## config.mk

```make
export PLATFORM = sky130hd
export DESIGN_NAME = four_digit_seven_segment_formatter
export DESIGN_NICKNAME = d
export VERILOG_FILES = /design/src/hdl/fmt7_pkg.sv /design/src/hdl/fmt7_digits.sv /design/src/hdl/fmt7_serial.sv /design/src/hdl/four_digit_seven_segment_formatter.sv
export SDC_FILE = /design/constraint.sdc
export NUM_CORES = 1
export LEC_CHECK = 0
export BUFFER_PORTS_ARGS = -buffer_cell sky130_fd_sc_hd__buf_2
export CORE_MARGIN = 5
export CORE_UTILIZATION = 45
export CTS_CLUSTER_SIZE = 24
export DETAILED_ROUTE_END_ITERATION = 8
export GPL_TIMING_DRIVEN = 0
export PLACE_DENSITY = 0.59
export SLEW_MARGIN = 25
export SYNTH_ARGS = -nofsm -noshare
export SYNTH_HDL_FRONTEND = slang
export SYNTH_SLANG_ARGS = --single-unit
```

## constraint.sdc

```tcl
create_clock -name clk -period 7.9 [get_ports clk]
set_input_delay 0.79 -clock clk [delete_from_list [all_inputs] [get_ports clk]]
set_output_delay 0.79 -clock clk [all_outputs]
set_load 0.1 [all_outputs]
```

## src/hdl/fmt7_pkg.sv

```systemverilog
// ----------------------------------------------------------------------------
// fmt7_pkg
// Types, operation codes and the segment font shared by the four-digit
// seven-segment formatter.
// ----------------------------------------------------------------------------
`default_nettype none

package fmt7_pkg;

  localparam logic [1:0] OP_INTEGER = 2'd0;
  localparam logic [1:0] OP_TENTHS  = 2'd1;
  localparam logic [1:0] OP_RAW     = 2'd2;
  localparam logic [1:0] OP_CLEAR   = 2'd3;

  localparam logic [7:0]  SEG_POINT = 8'h80;
  localparam logic [7:0]  SEG_BLANK = 8'h00;
  localparam logic [15:0] VALUE_MAX = 16'd9999;
  localparam logic [2:0]  POS_MAX   = 3'd3;

  localparam logic STATUS_OK      = 1'b0;
  localparam logic STATUS_INVALID = 1'b1;

  typedef struct packed {
    logic [1:0]  op;
    logic [15:0] number_value;
    logic        pad_zeros;
    logic [2:0]  digit_select;
    logic [7:0]  raw_segments;
    logic        point_on;
  } req_t;

  typedef struct packed {
    logic [1:0] position;
    logic [7:0] segment_byte;
    logic       status;
    logic       last;
  } rsp_t;

  // Per-transaction control that travels beside the digits through the pipe.
  typedef struct packed {
    logic [1:0] op;
    logic       invalid;
    logic       pad;
    logic [1:0] sel;
    logic [7:0] raw;
  } tok_t;

  typedef struct packed {
    logic [3:0] d0;
    logic [3:0] d1;
    logic [3:0] d2;
    logic [3:0] d3;
  } digits_t;

  function automatic logic [7:0] seg_font(input logic [3:0] d);
    logic [7:0] s;
    unique case (d)
      4'd0:    s = 8'h3F;
      4'd1:    s = 8'h06;
      4'd2:    s = 8'h5B;
      4'd3:    s = 8'h4F;
      4'd4:    s = 8'h66;
      4'd5:    s = 8'h6D;
      4'd6:    s = 8'h7D;
      4'd7:    s = 8'h07;
      4'd8:    s = 8'h7F;
      4'd9:    s = 8'h6F;
      default: s = 8'h00;
    endcase
    return s;
  endfunction

endpackage

`default_nettype wire

```

## src/hdl/fmt7_digits.sv

```systemverilog
// ----------------------------------------------------------------------------
// fmt7_digits
// Six-stage pipeline that splits a value of 0 to 9999 into four decimal
// digits by reciprocal multiplication, alternating a constant product stage
// with a subtraction stage.
// ----------------------------------------------------------------------------
`default_nettype none

module fmt7_digits (
  input  wire logic               clk,
  input  wire logic               rst,
  input  wire logic               advance,
  input  wire logic               in_valid,
  input  wire fmt7_pkg::tok_t     in_tok,
  input  wire logic [13:0]        in_value,
  output logic                    out_valid,
  output fmt7_pkg::tok_t          out_tok,
  output fmt7_pkg::digits_t       out_digits
);

  // Reciprocals are exact for the ranges that reach each stage.
  localparam logic [28:0] RECIP_1000 = 29'd16778;  // 2^24 / 1000, rounded up
  localparam logic [15:0] RECIP_100  = 16'd41;     // 2^12 / 100, rounded up
  localparam logic [13:0] RECIP_10   = 14'd103;    // 2^10 / 10, rounded up

  logic [5:0] stage_valid;
  fmt7_pkg::tok_t tok_a, tok_b, tok_c, tok_d, tok_e, tok_f;

  logic [13:0] value_a;
  logic [28:0] prod_a;
  logic [3:0]  d0_b, d0_c, d0_d, d0_e, d0_f;
  logic [9:0]  rem_b, rem_c;
  logic [15:0] prod_c;
  logic [3:0]  d1_d, d1_e, d1_f;
  logic [6:0]  rem_d, rem_e;
  logic [13:0] prod_e;
  logic [3:0]  d2_f, d3_f;

  logic [3:0]  d0_calc;
  logic [13:0] rem1_calc;
  logic [3:0]  d1_calc;
  logic [9:0]  rem2_calc;
  logic [3:0]  d2_calc;
  logic [6:0]  rem3_calc;

  always_comb begin
    d0_calc   = prod_a[27:24];
    rem1_calc = value_a - 14'(d0_calc) * 14'd1000;
    d1_calc   = prod_c[15:12];
    rem2_calc = rem_c - 10'(d1_calc) * 10'd100;
    d2_calc   = prod_e[13:10];
    rem3_calc = rem_e - 7'(d2_calc) * 7'd10;
  end

  always_ff @(posedge clk) begin
    if (rst) begin
      stage_valid <= '0;
    end else if (advance) begin
      stage_valid <= {stage_valid[4:0], in_valid};
    end
    if (advance) begin
      tok_a   <= in_tok;
      value_a <= in_value;
      prod_a  <= 29'(in_value) * RECIP_1000;

      tok_b <= tok_a;
      d0_b  <= d0_calc;
      rem_b <= rem1_calc[9:0];

      tok_c  <= tok_b;
      d0_c   <= d0_b;
      rem_c  <= rem_b;
      prod_c <= 16'(rem_b) * RECIP_100;

      tok_d <= tok_c;
      d0_d  <= d0_c;
      d1_d  <= d1_calc;
      rem_d <= rem2_calc[6:0];

      tok_e  <= tok_d;
      d0_e   <= d0_d;
      d1_e   <= d1_d;
      rem_e  <= rem_d;
      prod_e <= 14'(rem_d) * RECIP_10;

      tok_f <= tok_e;
      d0_f  <= d0_e;
      d1_f  <= d1_e;
      d2_f  <= d2_calc;
      d3_f  <= rem3_calc[3:0];
    end
  end

  assign out_valid     = stage_valid[5];
  assign out_tok       = tok_f;
  assign out_digits.d0 = d0_f;
  assign out_digits.d1 = d1_f;
  assign out_digits.d2 = d2_f;
  assign out_digits.d3 = d3_f;

endmodule

`default_nettype wire

```

## src/hdl/fmt7_serial.sv

```systemverilog
// ----------------------------------------------------------------------------
// fmt7_serial
// Encodes the four digits of one transaction into segment bytes and plays
// them out as one or four digit writes, one per cycle.
// ----------------------------------------------------------------------------
`default_nettype none

module fmt7_serial (
  input  wire logic              clk,
  input  wire logic              rst,
  input  wire logic              in_valid,
  input  wire fmt7_pkg::tok_t    in_tok,
  input  wire fmt7_pkg::digits_t in_digits,
  output logic                   ready,
  output logic                   valid,
  output fmt7_pkg::rsp_t         result
);

  logic       active;
  logic [1:0] idx;
  logic       single;
  logic       status;
  logic [1:0] single_pos;
  logic [7:0] seg [4];

  logic       out_last;
  logic       load;
  logic [7:0] seg_next [4];
  logic       single_next;
  logic       status_next;
  logic [1:0] single_pos_next;
  logic       lead0, lead1, lead2;

  assign out_last = single || (idx == 2'd3);
  assign ready    = !active || out_last;
  assign load     = ready && in_valid;

  always_comb begin
    lead0 = (in_digits.d0 == 4'd0);
    lead1 = lead0 && (in_digits.d1 == 4'd0);
    lead2 = lead1 && (in_digits.d2 == 4'd0);
    for (int i = 0; i < 4; i++) begin
      seg_next[i] = fmt7_pkg::SEG_BLANK;
    end
    single_next     = 1'b0;
    status_next     = fmt7_pkg::STATUS_OK;
    single_pos_next = 2'd0;
    if (in_tok.invalid) begin
      single_next = 1'b1;
      status_next = fmt7_pkg::STATUS_INVALID;
    end else begin
      unique case (in_tok.op)
        fmt7_pkg::OP_INTEGER: begin
          seg_next[0] = (!in_tok.pad && lead0) ? fmt7_pkg::SEG_BLANK
                                               : fmt7_pkg::seg_font(in_digits.d0);
          seg_next[1] = (!in_tok.pad && lead1) ? fmt7_pkg::SEG_BLANK
                                               : fmt7_pkg::seg_font(in_digits.d1);
          seg_next[2] = (!in_tok.pad && lead2) ? fmt7_pkg::SEG_BLANK
                                               : fmt7_pkg::seg_font(in_digits.d2);
          seg_next[3] = fmt7_pkg::seg_font(in_digits.d3);
        end
        fmt7_pkg::OP_TENTHS: begin
          seg_next[0] = lead0 ? fmt7_pkg::SEG_BLANK : fmt7_pkg::seg_font(in_digits.d0);
          seg_next[1] = lead1 ? fmt7_pkg::SEG_BLANK : fmt7_pkg::seg_font(in_digits.d1);
          seg_next[2] = fmt7_pkg::seg_font(in_digits.d2) | fmt7_pkg::SEG_POINT;
          seg_next[3] = fmt7_pkg::seg_font(in_digits.d3);
        end
        fmt7_pkg::OP_RAW: begin
          single_next     = 1'b1;
          single_pos_next = in_tok.sel;
          seg_next[0]     = in_tok.raw;
        end
        fmt7_pkg::OP_CLEAR: begin
        end
        default: begin
        end
      endcase
    end
  end

  always_ff @(posedge clk) begin
    if (rst) begin
      active <= 1'b0;
      idx    <= 2'd0;
    end else if (load) begin
      active <= 1'b1;
      idx    <= 2'd0;
    end else if (active) begin
      if (out_last) begin
        active <= 1'b0;
      end
      idx <= idx + 2'd1;
    end
    if (load) begin
      for (int i = 0; i < 4; i++) begin
        seg[i] <= seg_next[i];
      end
      single     <= single_next;
      status     <= status_next;
      single_pos <= single_pos_next;
    end
  end

  assign valid               = active;
  assign result.position     = single ? single_pos : idx;
  assign result.segment_byte = seg[idx];
  assign result.status       = status;
  assign result.last         = out_last;

endmodule

`default_nettype wire

```

## src/hdl/four_digit_seven_segment_formatter.sv

```systemverilog
// ----------------------------------------------------------------------------
// four_digit_seven_segment_formatter
// Turns one display request into digit-register writes for a four-digit
// seven-segment display: integer, tenths, raw and clear modes.
// ----------------------------------------------------------------------------
//  Channel   Ports                      Transfer
//  request   start, busy, request       start high and busy low at a clock edge
//  result    valid, result              one cycle per write, cannot be held off
//
//  A request passes through the input register and the digit split pipeline,
//  then plays out one write per cycle: four for integer, tenths and clear, one
//  for raw and for an invalid request. The output sequencer takes the next
//  request while it plays out the last write of the current one.
//  Reset (rst, synchronous) empties the pipeline and the sequencer.
//  busy rises while the last pipeline stage holds a request and the sequencer
//  is still playing out an earlier one; a stalled pipeline holds every stage.
// ----------------------------------------------------------------------------
`default_nettype none

module four_digit_seven_segment_formatter (
  input  wire logic           clk,
  input  wire logic           rst,
  input  wire logic           start,
  output logic                busy,
  input  wire fmt7_pkg::req_t request,
  output logic                valid,
  output fmt7_pkg::rsp_t      result
);

  logic           advance;
  logic           in_valid;
  fmt7_pkg::req_t in_req;
  fmt7_pkg::tok_t in_tok;

  logic              pipe_valid;
  fmt7_pkg::tok_t    pipe_tok;
  fmt7_pkg::digits_t pipe_digits;
  logic              ser_ready;

  assign advance = ser_ready || !pipe_valid;
  assign busy    = !advance;

  always_ff @(posedge clk) begin
    if (rst) begin
      in_valid <= 1'b0;
    end else if (advance) begin
      in_valid <= start;
    end
    if (advance) begin
      in_req <= request;
    end
  end

  always_comb begin
    in_tok.op      = in_req.op;
    in_tok.pad     = in_req.pad_zeros;
    in_tok.sel     = in_req.digit_select[1:0];
    in_tok.raw     = in_req.point_on ? (in_req.raw_segments | fmt7_pkg::SEG_POINT)
                                     : in_req.raw_segments;
    in_tok.invalid = ((in_req.op == fmt7_pkg::OP_INTEGER || in_req.op == fmt7_pkg::OP_TENTHS)
                      && (in_req.number_value > fmt7_pkg::VALUE_MAX))
                     || ((in_req.op == fmt7_pkg::OP_RAW)
                      && (in_req.digit_select > fmt7_pkg::POS_MAX));
  end

  fmt7_digits u_digits (
    .clk        (clk),
    .rst        (rst),
    .advance    (advance),
    .in_valid   (in_valid),
    .in_tok     (in_tok),
    .in_value   (in_req.number_value[13:0]),
    .out_valid  (pipe_valid),
    .out_tok    (pipe_tok),
    .out_digits (pipe_digits)
  );

  fmt7_serial u_serial (
    .clk       (clk),
    .rst       (rst),
    .in_valid  (pipe_valid),
    .in_tok    (pipe_tok),
    .in_digits (pipe_digits),
    .ready     (ser_ready),
    .valid     (valid),
    .result    (result)
  );

  // A write that is not the final one of its transaction is followed at once
  // by the next position.
  a_burst_continues: assert property (@(posedge clk) disable iff (rst)
    valid && !result.last |=> valid && (result.position == 2'($past(result.position) + 2'd1)))
    else $error("digit write sequence broken");

  a_invalid_single: assert property (@(posedge clk) disable iff (rst)
    valid && (result.status == fmt7_pkg::STATUS_INVALID) |->
      result.last && (result.position == 2'd0) && (result.segment_byte == fmt7_pkg::SEG_BLANK))
    else $error("invalid status result malformed");

  a_busy_needs_work: assert property (@(posedge clk) disable iff (rst)
    busy |-> valid && !result.last)
    else $error("busy raised without a transaction in play");

endmodule

`default_nettype wire
```

* Word-level counts from Yosys, hierarchy flattened
Memory sizes are Yosys's and may differ from the RTL's. A register that Yosys moved wholly into a read port is not among the register bits.
Index checks and enable logic that the tools add are counted.
** Word-level totals
- Bits in registers :: 264
- Bits in latches :: 0
- Memory bits (writable) :: 32
- Bits in read-only memories :: 896
- Input bits :: 34
- Output and inout port bits :: 14
- Word-level logic and storage cells :: 139
- Memories kept :: 9
** Operators by class
- $add $sub $neg :: 4
- Multiply operators :: 6
- Divide/modulo/power cells :: 0
- Order comparisons :: 2
- Eq/ne operators :: 5
- Shifts and indexed selects :: 0
- Muxes and demuxes :: 26
- Bitwise gates (word level) :: 1
- Reduce and logical (&&, ||, !) cells :: 24
** Memory list
- (name not given) :: words 16, width 7, read ports 1, clocked after Yosys merged registers in 1, wr ports 0, RTL line fmt7_pkg.sv:57 : unique case (d)
- (name not given) :: words 16, width 7, read ports 1, clocked after Yosys merged registers in 1, wr ports 0, RTL line fmt7_pkg.sv:57
- (name not given) :: words 16, width 7, read ports 1, clocked after Yosys merged registers in 1, wr ports 0, RTL line fmt7_pkg.sv:57
- (name not given) :: words 16, width 7, read ports 1, clocked after Yosys merged registers in 1, wr ports 0, RTL line fmt7_pkg.sv:57
- (name not given) :: words 16, width 7, read ports 1, clocked after Yosys merged registers in 1, wr ports 0, RTL line fmt7_pkg.sv:57
- (name not given) :: words 16, width 7, read ports 1, clocked after Yosys merged registers in 1, wr ports 0, RTL line fmt7_pkg.sv:57
- 3 more memories
** Operators with widths (number)
- one-hot mux 24 bit (2 select lines) :: 1
- two-way mux 8 bit :: 5
- two-way mux 32 bit :: 1
- two-way mux 4 bit :: 8
- multiplier 14 x 14 -> 27 bit (second input constant) :: 1
- one-hot mux 8 bit (3 select lines) :: 1
- > comparator 16 x 14 -> 1 bit (second input constant) :: 1
- multiplier 10 x 6 -> 16 bit (second input constant) :: 1
- multiplier 7 x 7 -> 14 bit (second input constant) :: 1
- zero test 4 bit :: 3
- subtractor 10 bit :: 1
- logical AND 1 bit :: 8
- multiplier 4 x 7 -> 7 bit (second input constant) :: 1
- two-way mux 1 bit :: 7
- subtractor 7 bit :: 1
- equality test 2 bit (second input constant) :: 3
- two-way mux 2 bit :: 3
- logical OR 1 bit :: 5
- multiplier 4 x 5 -> 5 bit (second input constant) :: 1
- equality test 2 x 1 -> 1 bit (second input constant) :: 2
- zero test 1 bit :: 4
- zero test 2 bit :: 2
- multiplier 4 x 3 -> 3 bit (second input constant) :: 1
- OR reduction 2 bit :: 2
- 4 further kinds :: 4

* Depth between registers and ports, before layout
Gate-level depths: netlist of run 1.
- Depth in word-level cells :: 7
- Gate-level depth with buffers :: 17
- Gate-level depth less buffers :: 17

* Cells and area by module
Synthesis of run 1 repeated with hierarchy kept, for this count alone.
** Second synthesis, totals
- Cells, all modules :: 950
- Area, all modules :: 13452.9 µm²
** Modules (own cells, without submodules)
- fmt7_digits :: instances 1, cells an instance 701, area each 10053.4 µm², sequential area each 5345.1 µm²
- fmt7_serial :: instances 1, cells an instance 206, area each 2361.0 µm², sequential area each 1121.1 µm²
- four_digit_seven_segment_formatter :: instances 1, cells an instance 43, area each 1038.5 µm², sequential area each 950.9 µm²

* Worst setup path before layout of run 1
Ideal clock, no wire load.
- Path kind :: reg-to-reg
- Start point :: reg u_serial.active, in the netlist u_serial.valid
- End point :: reg with a tool-made name
- Library setup time :: 114 ps
- Data arrival time :: 7863 ps
- Data required time :: 7786 ps
- Setup slack :: -77 ps
- Cell stages (with the launch flop) :: 12
- Buffers on the path :: 1
- Cells stage by stage :: dfxtp_1 -> inv_1 -> nor2_4 -> nand2_2 -> clkbuf_1 -> nand2_1 -> nand2_1 -> inv_1 -> ha_1 -> nand2_1 -> o21ai_1 -> a21o_1
** RTL lines
- start: declaration :: RTL line fmt7_serial.sv:19 : logic active;
- start signal: assignment :: RTL line fmt7_serial.sv:83 : active <= 1'b0;
- start signal: assignment :: RTL line fmt7_serial.sv:86 : active <= 1'b1;
- start signal: assignment :: RTL line fmt7_serial.sv:90 : active <= 1'b0;

* Final worst setup path of run 1
- Start point :: reg in_req[19] (netlist bit)
- End point :: reg u_digits.prod_a[27] (data pin)
** Between the ends
- Longest elaborated chain between the ends :: 1
** Ends and longest elaborated chain
- start: declaration :: RTL line four_digit_seven_segment_formatter.sv:32 : fmt7_pkg::req_t in_req;
- start signal: assignment :: RTL line four_digit_seven_segment_formatter.sv:50 : in_req <= request;
- multiplier 14 x 14 -> 27 bit :: RTL line fmt7_digits.sv:64 : prod_a <= 29'(in_value) * RECIP_1000;
- end signal: assignment :: RTL line fmt7_digits.sv:64
- end: declaration :: RTL line fmt7_digits.sv:30 : logic [28:0] prod_a;
Every way passes these cells.
A chain may end at the register's enable or synchronous reset.

==> flow_summary_export.csv, run 1 <==
group,metric,value,unit
outcome,status,"complete, no violations",
grt,grt_max_degree,91,
place,place_ws,3.20,ns
cells_and_area,area_growth,12.7,%
sta,fin_crit_sh,58.5,%
synthesis,synth_compound_area_share,5.74,%
grt,grt_usage,12.8,%
floorplanning,die_w,189,um
critical_path,end_kind,"flop",
place,dpl_cell_area,0.0154,mm^2
critical_path,critPathTopFamily,"adder cells",
synthesis,ys_top_cells_by_count,"239 x edfxtp_1, 213 x ha_1, 152 x inv_1",
clock_network,postCtsSetupBuffers,0,
critical_path,crit_required,8.19,ns
floorplanning,rows,65,
grt,antenna_found_initial,0,
critical_path,worstPathBufferInverterCount,3,
cells_and_area,final_nets,1417,
critical_path,critPathKind,"reg -> reg",
pwr,max-vdd-ir-drop,0.160,mV
sta,setup_tns,0,ns
critical_path,reg2reg_slack,3.28,ns
clock_network,cts-root-buf,"clkbuf_16",
sta,slew_viol_final,0,
floorplanning,die_y,189,um
pwr,p_per_area,378,mW/mm^2
synthesis,synth.distinct_cells,65,
floorplanning,pin_count,48,
synthesis,synth.most_common_cell,"edfxtp_1",
place,place_congestion,0.797,
grt,grt_pass1_wl,37800,um
floorplanning,core,0.0317,mm^2
critical_path,cp_common_cell,"ha_1",
synthesis,async_flop_share,0,%
route,via_per_inst,4.90,
clock_network,clk_latency,0.55,ns
floorplanning,initial_utilization,45.7,%
place,dpl.hpwl,16500,um
sta,whs,0.407,ns
route,vias,7620,
clock_network,htree_levels,1,
critical_path,crit_chain,"inv_1 > ha_1 > ha_1 > ha_1 > ha_1 > fa_1 > inv_1 > fa_1 > inv_1 > ha_1 > nand4_1 > nor4_1 > o2111a_1 > o21ai_0 > o221ai_1 > xnor2_1",
sta,timing.fmax,216,MHz
floorplanning,dieArea,0.0359,mm^2
synthesis,synth_area_leaders,"edfxtp_1 50%, ha_1 18%, dfxtp_1 5.5%, fa_1 5.5%, inv_1 3.9%",
route,wl,22200,um
synthesis,synth_fa_ha_area_share,23.9,%
critical_path,start_kind,"flop",
sta,setup_violations,0,
route,initialDrtViolationCount,236,
critical_path,critical-path-max-stage-delay,0.59,ns
clock_network,cts.hold.buffers_added,0,
clock_network,cts_resized,0,
synthesis,ys_seq_elements,279,
clock_network,clock_sink_count,279,
synthesis,synth-xor-area-share,2.11,%
synthesis,avgSynthCellArea,13.8,um^2
synthesis,synth_largest_area_cell,"edfxtp_1",
synthesis,synth_nets,1334,
cells_and_area,design_area,0.0163,mm^2
synthesis,synthMuxAreaShare,2.94,%
synthesis,seq_area_frac_synth,55.0,%
synthesis,synth_top_area_share,49.5,%
synthesis,yosys.area_share.simple,5.62,%
sta,rsz0062_at_grt,"false",
flow_run,drv_cap,0,
sta,fin_crit,4.62,ns
clock_network,cts_buffers,30,
grt,grt_overflow_total,0,
synthesis,synth_warnings,0,
critical_path,path_max_fanout,7,
place,io_buffers,47,
route,drc_errors,0,
synthesis,synth_top_family_by_area,"adder cells",
sta,worst_slew_pin_slew,0.759,ns
synthesis,synth_area,0.0145,mm^2
pwr,p_leak,0.00728,uW
hold_path,min_path_type,"in -> reg",
sta,slew_headroom,49.1,%
synthesis,synth_edf_count,239,
cells_and_area,drive_gt1_share,12.7,%
critical_path,cp.arrival,4.91,ns
synthesis,synthFlopType,"edfxtp_1",
sta,final_hold_viol_count,0,
critical_path,slowest_stage,"edfxtp_1",
sta,worst_slack,3.28,ns
route,drt_first_pass_iters,4,
clock_network,path_clk_slew,0.06,ns
clock_network,clock_path_buffers,3,
route,detail_route.wl_per_cell,14.3,um
synthesis,syn_inst,1047,
sta,skew,0.0137,ns
route,drtAntennaViolNets,0,
clock_network,cts_tree,"done",
grt,grt_pass1_vias,7901,
cells_and_area,diodes,0,
[layout by cell type (no fill, tap or decap), drive strengths merged, types with 8 or more instances in the layout]
cell type and n:
buf 56, dfxtp 40, edfxtp 239, clkinv 12, nor2 33, a21oi 40, a21o 19, nand2 51
inv 160, xnor2 27, nor3 13, clkbuf 41, o21ai 23, mux2i 14, and2 21, nand4 9
fa 40, ha 213, xor2 8
[where the power goes]
group / total, uW / switching, uW / leakage, uW / internal (uW)
combinational: 2680 / 1460 / 0.00398 / 1220
clock: 1370 / 554 / 0.000487 / 817
sequential: 2120 / 145 / 0.00282 / 1970
total: 6170 / 2160 / 0.00728 / 4010
[metrics by stage]
stage,total power [uW],std cells,utilization [%]
after CTS,6300,1556,51.5
final,6170,1556,51.5
after detailed placement,4880,1500,48.4
after global placement,4820,1496,48.0
after global routing,6830,1556,51.5
after floorplan,4250,1047,-
[path summary, 6_finish.rpt]
kind / depth (start not counted) / endpoint / startpoint
worst max-delay path: 16 / u_digits.prod_a[27]$_DFFE_PN_ / in_req[19]$_DFFE_PN_
worst min-delay path: 2 / u_serial.idx[0]$_SDFFE_PP0P_ / rst
worst max register to register: 16 / u_digits.prod_a[27]$_DFFE_PN_ / in_req[19]$_DFFE_PN_
worst min register to register: 0 / u_digits.tok_b[8]$_DFFE_PN_ / u_digits.tok_a[8]$_DFFE_PN_
[layout make-up]
cell class                      count  area [um^2]
Clock inverter                     21          195
Timing Repair Buffer               51          338
Sequential cell                   279         7980
Fill cell                        2762        15400
Inverter                          156          588
Tap cell                          402          503
Clock buffer                       35          791
Multi-Input combinational cell    601         5850
Buffer                             11         92.6
[worst register-to-register path, cell delays in order (launching register included)]
cell and delay, ns:
edfxtp_1 0.59, inv_1 0.10, ha_1 0.32, ha_1 0.30, ha_1 0.27, ha_1 0.30
fa_1 0.53, inv_1 0.05, fa_1 0.50, inv_1 0.04, ha_1 0.33, nand4_1 0.14
nor4_1 0.36, o2111a_1 0.23, o21ai_0 0.08, o221ai_1 0.11, xnor2_1 0.10
[metal layers]
metal,global-route usage [%],vias up,share of wire (%)
li1,-,3899,-
met1,16.0,3623,44
met2,23.2,64,51
met3,2.42,34,3.1
met4,3.09,0,2.2
met5,0,-,0
[cells by family (layout without fill, tap and decap cells)]
logic type / Yosys count / after routing
DFF: 279 / 279
adders and majority gates: 253 / 253
buffers and inverters: 167 / 274
and+or+nand+nor: 160 / 160
AOI/OAI and AO/OA: 127 / 127
xor gates and xnor gates: 35 / 35
muxes: 26 / 26
No activity file was read; power rests on OpenSTA's default activity.
==> run 2: changes to the inputs <==
- PLACE_DENSITY: 0.59 -> 0.57
- clock period: 7.9 -> 4.7 ns (I/O delays scaled with it)
==> flow_summary_export.csv, run 2 (synthesis results as in run 1) <==
group,metric,value,unit
critical_path,crit_required,4.98,ns
critical_path,end_kind,"flop",
route,via_per_inst,4.93,
cells_and_area,area_growth,13.3,%
clock_network,cts_tree,"done",
route,initialDrtViolationCount,300,
cells_and_area,diodes,0,
grt,grt_usage,13.1,%
cells_and_area,post-route-util,51.8,%
place,io_buffers,47,
critical_path,path_max_fanout,6,
route,drt_first_pass_iters,4,
grt,grt_max_degree,153,
sta,rsz0062_at_grt,"false",
clock_network,clk_latency,0.53,ns
grt,grt_overflow_total,0,
grt,grt_pass1_vias,8030,
clock_network,clock_sink_count,279,
grt,antenna_found_initial,0,
sta,fin_crit,4.45,ns
sta,skew,0.0141,ns
place,dpl.hpwl,16600,um
sta,setup_tns,0,ns
critical_path,cp.arrival,4.73,ns
place,dpl_cell_area,0.0153,mm^2
sta,setup_violations,0,
clock_network,cts.hold.buffers_added,0,
cells_and_area,final_cell_mix,"239 x edfxtp_1, 213 x ha_1, 152 x inv_1",
grt,grt_pass1_wl,38900,um
floorplanning,pin_count,48,
route,detail_route.wl_per_cell,14.4,um
floorplanning,die_y,189,um
critical_path,reg2reg_slack,0.25,ns
clock_network,clock_path_buffers,3,
sta,whs,0.105,ns
sta,slew_viol_final,0,
floorplanning,core,0.0317,mm^2
sta,worst_slew_pin_slew,0.751,ns
cells_and_area,final_common_cell,"edfxtp_1",
route,drc_errors,0,
floorplanning,dieArea,0.0359,mm^2
outcome,status,"complete, no violations",
critical_path,critPathKind,"reg -> reg",
critical_path,start_kind,"flop",
clock_network,cts-root-buf,"clkbuf_16",
pwr,max-vdd-ir-drop,0.274,mV
floorplanning,die_w,189,um
sta,timing.fmax,225,MHz
pwr,power,10400,uW
route,vias,7738,
route,wl,22600,um
cells_and_area,drive_gt1_share,13.9,%
floorplanning,initial_utilization,45.7,%
sta,fin_crit_sh,94.7,%
sta,final_hold_viol_count,0,
flow_run,drv_cap,0,
cells_and_area,final_nets,1430,
pwr,p_leak,0.00735,uW
pwr,p_per_area,631,mW/mm^2
hold_path,min_path_type,"in -> reg",
floorplanning,rows,65,
place,place_congestion,0.781,
cells_and_area,design_area,0.0164,mm^2
clock_network,htree_levels,1,
sta,slew_headroom,50.0,%
route,drtAntennaViolNets,0,
clock_network,path_clk_slew,0.06,ns
clock_network,cts_buffers,30,
-- run 2: changes by cell type in the layout (fill, tap and decap cells not counted), moves of 2 or more --
cell       delta
buf_4        +15
clkbuf_16     +3
bufinv_16     -2
clkinv_1      -2
clkinv_4      +2
-- run 2: through the flow --
step / std cells / worst slack (ns)
final: 1569 / 0.249
after global routing: 1569 / 0.0268
after CTS: 1554 / 0.0639
after detailed placement: 1498 / 0.0497
after global placement: 1496 / 0.0753
after floorplan: 1047 / 0.530
-- run 2: power by group --
part           internal (uW)  switching [uW]  total [uW]
clock network           1360             926        2290
logic                   2050            2470        4520
registers               3320             243        3560
-- run 2: metal layers --
| metal | part of all wire [%] | vias to the layer above | track usage (%) | wire [um] |
|---|---|---|---|---|
| met5 | 0 | - | 0 | 0 |
| li1 | - | 3920 | - | - |
| met3 | 3.5 | 34 | 2.05 | 793 |
| met4 | 1.7 | 0 | 2.59 | 396 |
| met2 | 51 | 100 | 24.1 | 11500 |
| met1 | 44 | 3684 | 16.4 | 9970 |
-- run 2: cell type report --
class                      count  area [um^2]
sequential                   279         7980
fill                        2756        15300
multi-input combinational    601         5860
timing repair buffer          64          403
clock inverter                17          126
clock buffer                  39          868
inverter                     156          588
buffer                        11          104
tap                          402          503
-- run 2: path summary, 6_finish.rpt --
| kind | start | end | cells after the start |
|---|---|---|---|
| worst max-delay path | in_req[22]$_DFFE_PN_ | u_digits.prod_a[27]$_DFFE_PN_ | 13 |
| worst min-delay path | request[23] | in_req[23]$_DFFE_PN_ | 1 |
| worst max register to register | in_req[22]$_DFFE_PN_ | u_digits.prod_a[27]$_DFFE_PN_ | 13 |
| worst min register to register | u_digits.d1_d[2]$_DFFE_PN_ | u_digits.d1_e[2]$_DFFE_PN_ | 0 |
-- run 2: critical path, cell delays in order, from the launching register on --
cell and delay (ns):
edfxtp_1 0.56, ha_1 0.35, ha_1 0.30, ha_1 0.30, fa_1 0.51, fa_1 0.49
ha_1 0.30, ha_1 0.37, nand4_1 0.15, nor4_1 0.35, o2111a_1 0.23, o21ai_0 0.09
o221ai_1 0.11, xnor2_1 0.11
-- run 2: timing repair --
action | in CTS | in global routing
resized for setup | 0 | 1
setup buffers | 0 | 15
setup endpoints to repair | 0 | 4
==> run 3: changes to the inputs <==
- CTS_BUF_LIST: default -> sky130_fd_sc_hd__clkbuf_16
==> flow_summary_export.csv, run 3 (synthesis results as in run 1) <==
group,metric,value,unit
place,dpl.hpwl,16600,um
floorplanning,die_w,189,um
clock_network,cts_tree,"done",
critical_path,end_kind,"flop",
clock_network,cts_buffers,30,
cells_and_area,area_growth,13.2,%
route,wl_met1,9980,um
flow_run,drv_cap,0,
clock_network,htree_levels,1,
clock_network,cts.hold.buffers_added,0,
outcome,status,"complete, no violations",
sta,slew_headroom,49.9,%
sta,worst_slew_pin_slew,0.752,ns
cells_and_area,fillers,2761,
critical_path,cp.arrival,4.73,ns
floorplanning,rows,65,
critical_path,crit_required,4.98,ns
route,drc_errors,0,
critical_path,path_max_fanout,6,
place,place_congestion,0.781,
clock_network,path_clk_slew,0.06,ns
critical_path,cp_common_cell,"ha_1",
hold_path,min_path_type,"in -> reg",
sta,timing.fmax,225,MHz
clock_network,clock_path_buffers,3,
route,vias,7758,
pwr,p_leak,0.00735,uW
critical_path,critical-path-max-stage-delay,0.56,ns
sta,skew,0.0136,ns
critical_path,start_kind,"flop",
sta,setup_violations,0,
cells_and_area,diodes,0,
route,drtAntennaViolNets,0,
grt,grt_overflow_total,0,
grt,grt_pass1_wl,38800,um
pwr,p_per_area,630,mW/mm^2
place,io_buffers,47,
floorplanning,initial_utilization,45.7,%
route,drt_first_pass_iters,4,
cells_and_area,drive_gt1_share,13.8,%
grt,grt_max_degree,153,
cells_and_area,post-route-util,51.7,%
cells_and_area,multi_input_area,0.00586,mm^2
cells_and_area,final_cell_mix,"239 x edfxtp_1, 213 x ha_1, 156 x inv_1",
route,met2_length,11500,um
route,via_per_inst,4.94,
pwr,max-vdd-ir-drop,0.274,mV
clock_network,cts-root-buf,"clkbuf_16",
critical_path,critPathKind,"reg -> reg",
route,highest_layer,"met4",
sta,setup_tns,0,ns
cells_and_area,final_common_cell,"edfxtp_1",
critical_path,crit_chain,"ha_1 > ha_1 > ha_1 > fa_1 > fa_1 > ha_1 > ha_1 > nand4_1 > nor4_1 > o2111a_1 > o21ai_0 > o221ai_1 > xnor2_1",
sta,slew_viol_final,0,
route,wl,22600,um
sta,final_hold_viol_count,0,
route,initialDrtViolationCount,285,
clock_network,clock_sink_count,279,
cells_and_area,final_nets,1430,
grt,grt_usage,13.1,%
sta,fin_crit_sh,94.7,%
clock_network,clk_latency,0.53,ns
grt,grt_pass1_vias,8021,
floorplanning,core,0.0317,mm^2
floorplanning,pin_count,48,
floorplanning,dieArea,0.0359,mm^2
cells_and_area,seq_area,0.00798,mm^2
route,detail_route.wl_per_cell,14.4,um
sta,fin_crit,4.45,ns
critical_path,slowest_stage,"edfxtp_1",
floorplanning,die_y,189,um
sta,rsz0062_at_grt,"false",
sta,whs,0.105,ns
grt,antenna_found_initial,0,
route,wl_met3,753,um
-- run 3: cell count changes in the layout (fill, tap and decap cells not counted) --
cell      change
inv_1         +4
clkinv_1      +1
clkbuf_8      -2
clkbuf_1      -4
inv_2         +1
-- run 3: repair_timing --
item,in CTS,in global routing
buffers inserted,0,15
resized for setup,0,1
endpoints found under the setup margin,0,4
-- run 3: worst paths after layout --
path	start	endpoint	slack [ns]	depth (start not counted)
setup / recovery	in_req[22]$_DFFE_PN_	u_digits.prod_a[27]$_DFFE_PN_	0.25	13
hold / removal	request[23]	in_req[23]$_DFFE_PN_	0.10	1
setup reg to reg	in_req[22]$_DFFE_PN_	u_digits.prod_a[27]$_DFFE_PN_	0.25	13
hold reg to reg	u_digits.d1_d[2]$_DFFE_PN_	u_digits.d1_e[2]$_DFFE_PN_	0.41	0
-- run 3: final cells by class --
type / count / area share (%)
inverter: 156 / 3.58
timing repair buffer: 64 / 2.46
clock buffer: 33 / 5.03
tap: 402 / 3.07
clock inverter: 23 / 0.907
buffer: 11 / 0.633
multi-input combinational: 601 / 35.7
sequential: 279 / 48.6
-- run 3: report_power, final --
group / internal, uW / leakage [uW] / switching, uW
clock network: 1320 / 0.000504 / 929
logic: 2050 / 0.00403 / 2470
registers: 3320 / 0.00282 / 243
total: 6690 / 0.00735 / 3650
-- run 3: per-layer routing --
metal / track usage [%] / vias to the layer above
li1: - / 3923
met3: 1.99 / 34
met2: 24.0 / 102
met1: 16.4 / 3699
met4: 2.62 / 0
met5: 0 / -
-- run 3: worst max-delay path: cells and delay by family (launching register included) --
| family | cells | cell delay [ns] |
|---|---|---|
| fa+ha+maj | 7 | 2.62 |
| simple gates | 2 | 0.50 |
| compound gates | 3 | 0.43 |
| flops | 1 | 0.56 |
| xor+xnor | 1 | 0.11 |
-- run 3: metrics by stage --
| stage | setup slack [ns] | total power [uW] | instances | area, um^2 |
|---|---|---|---|---|
| 2_1_floorplan | 0.530 | 7150 | 1047 | 14500 |
| 3_3_place_gp | 0.0753 | 8110 | 1496 | 15200 |
| 3_5_place_dp | 0.0497 | 8180 | 1498 | 15300 |
| 4_1_cts | 0.0639 | 10500 | 1554 | 16300 |
| 5_1_grt | 0.0268 | 11400 | 1569 | 16400 |
| 6_report | 0.251 | 10300 | 1569 | 16400 |
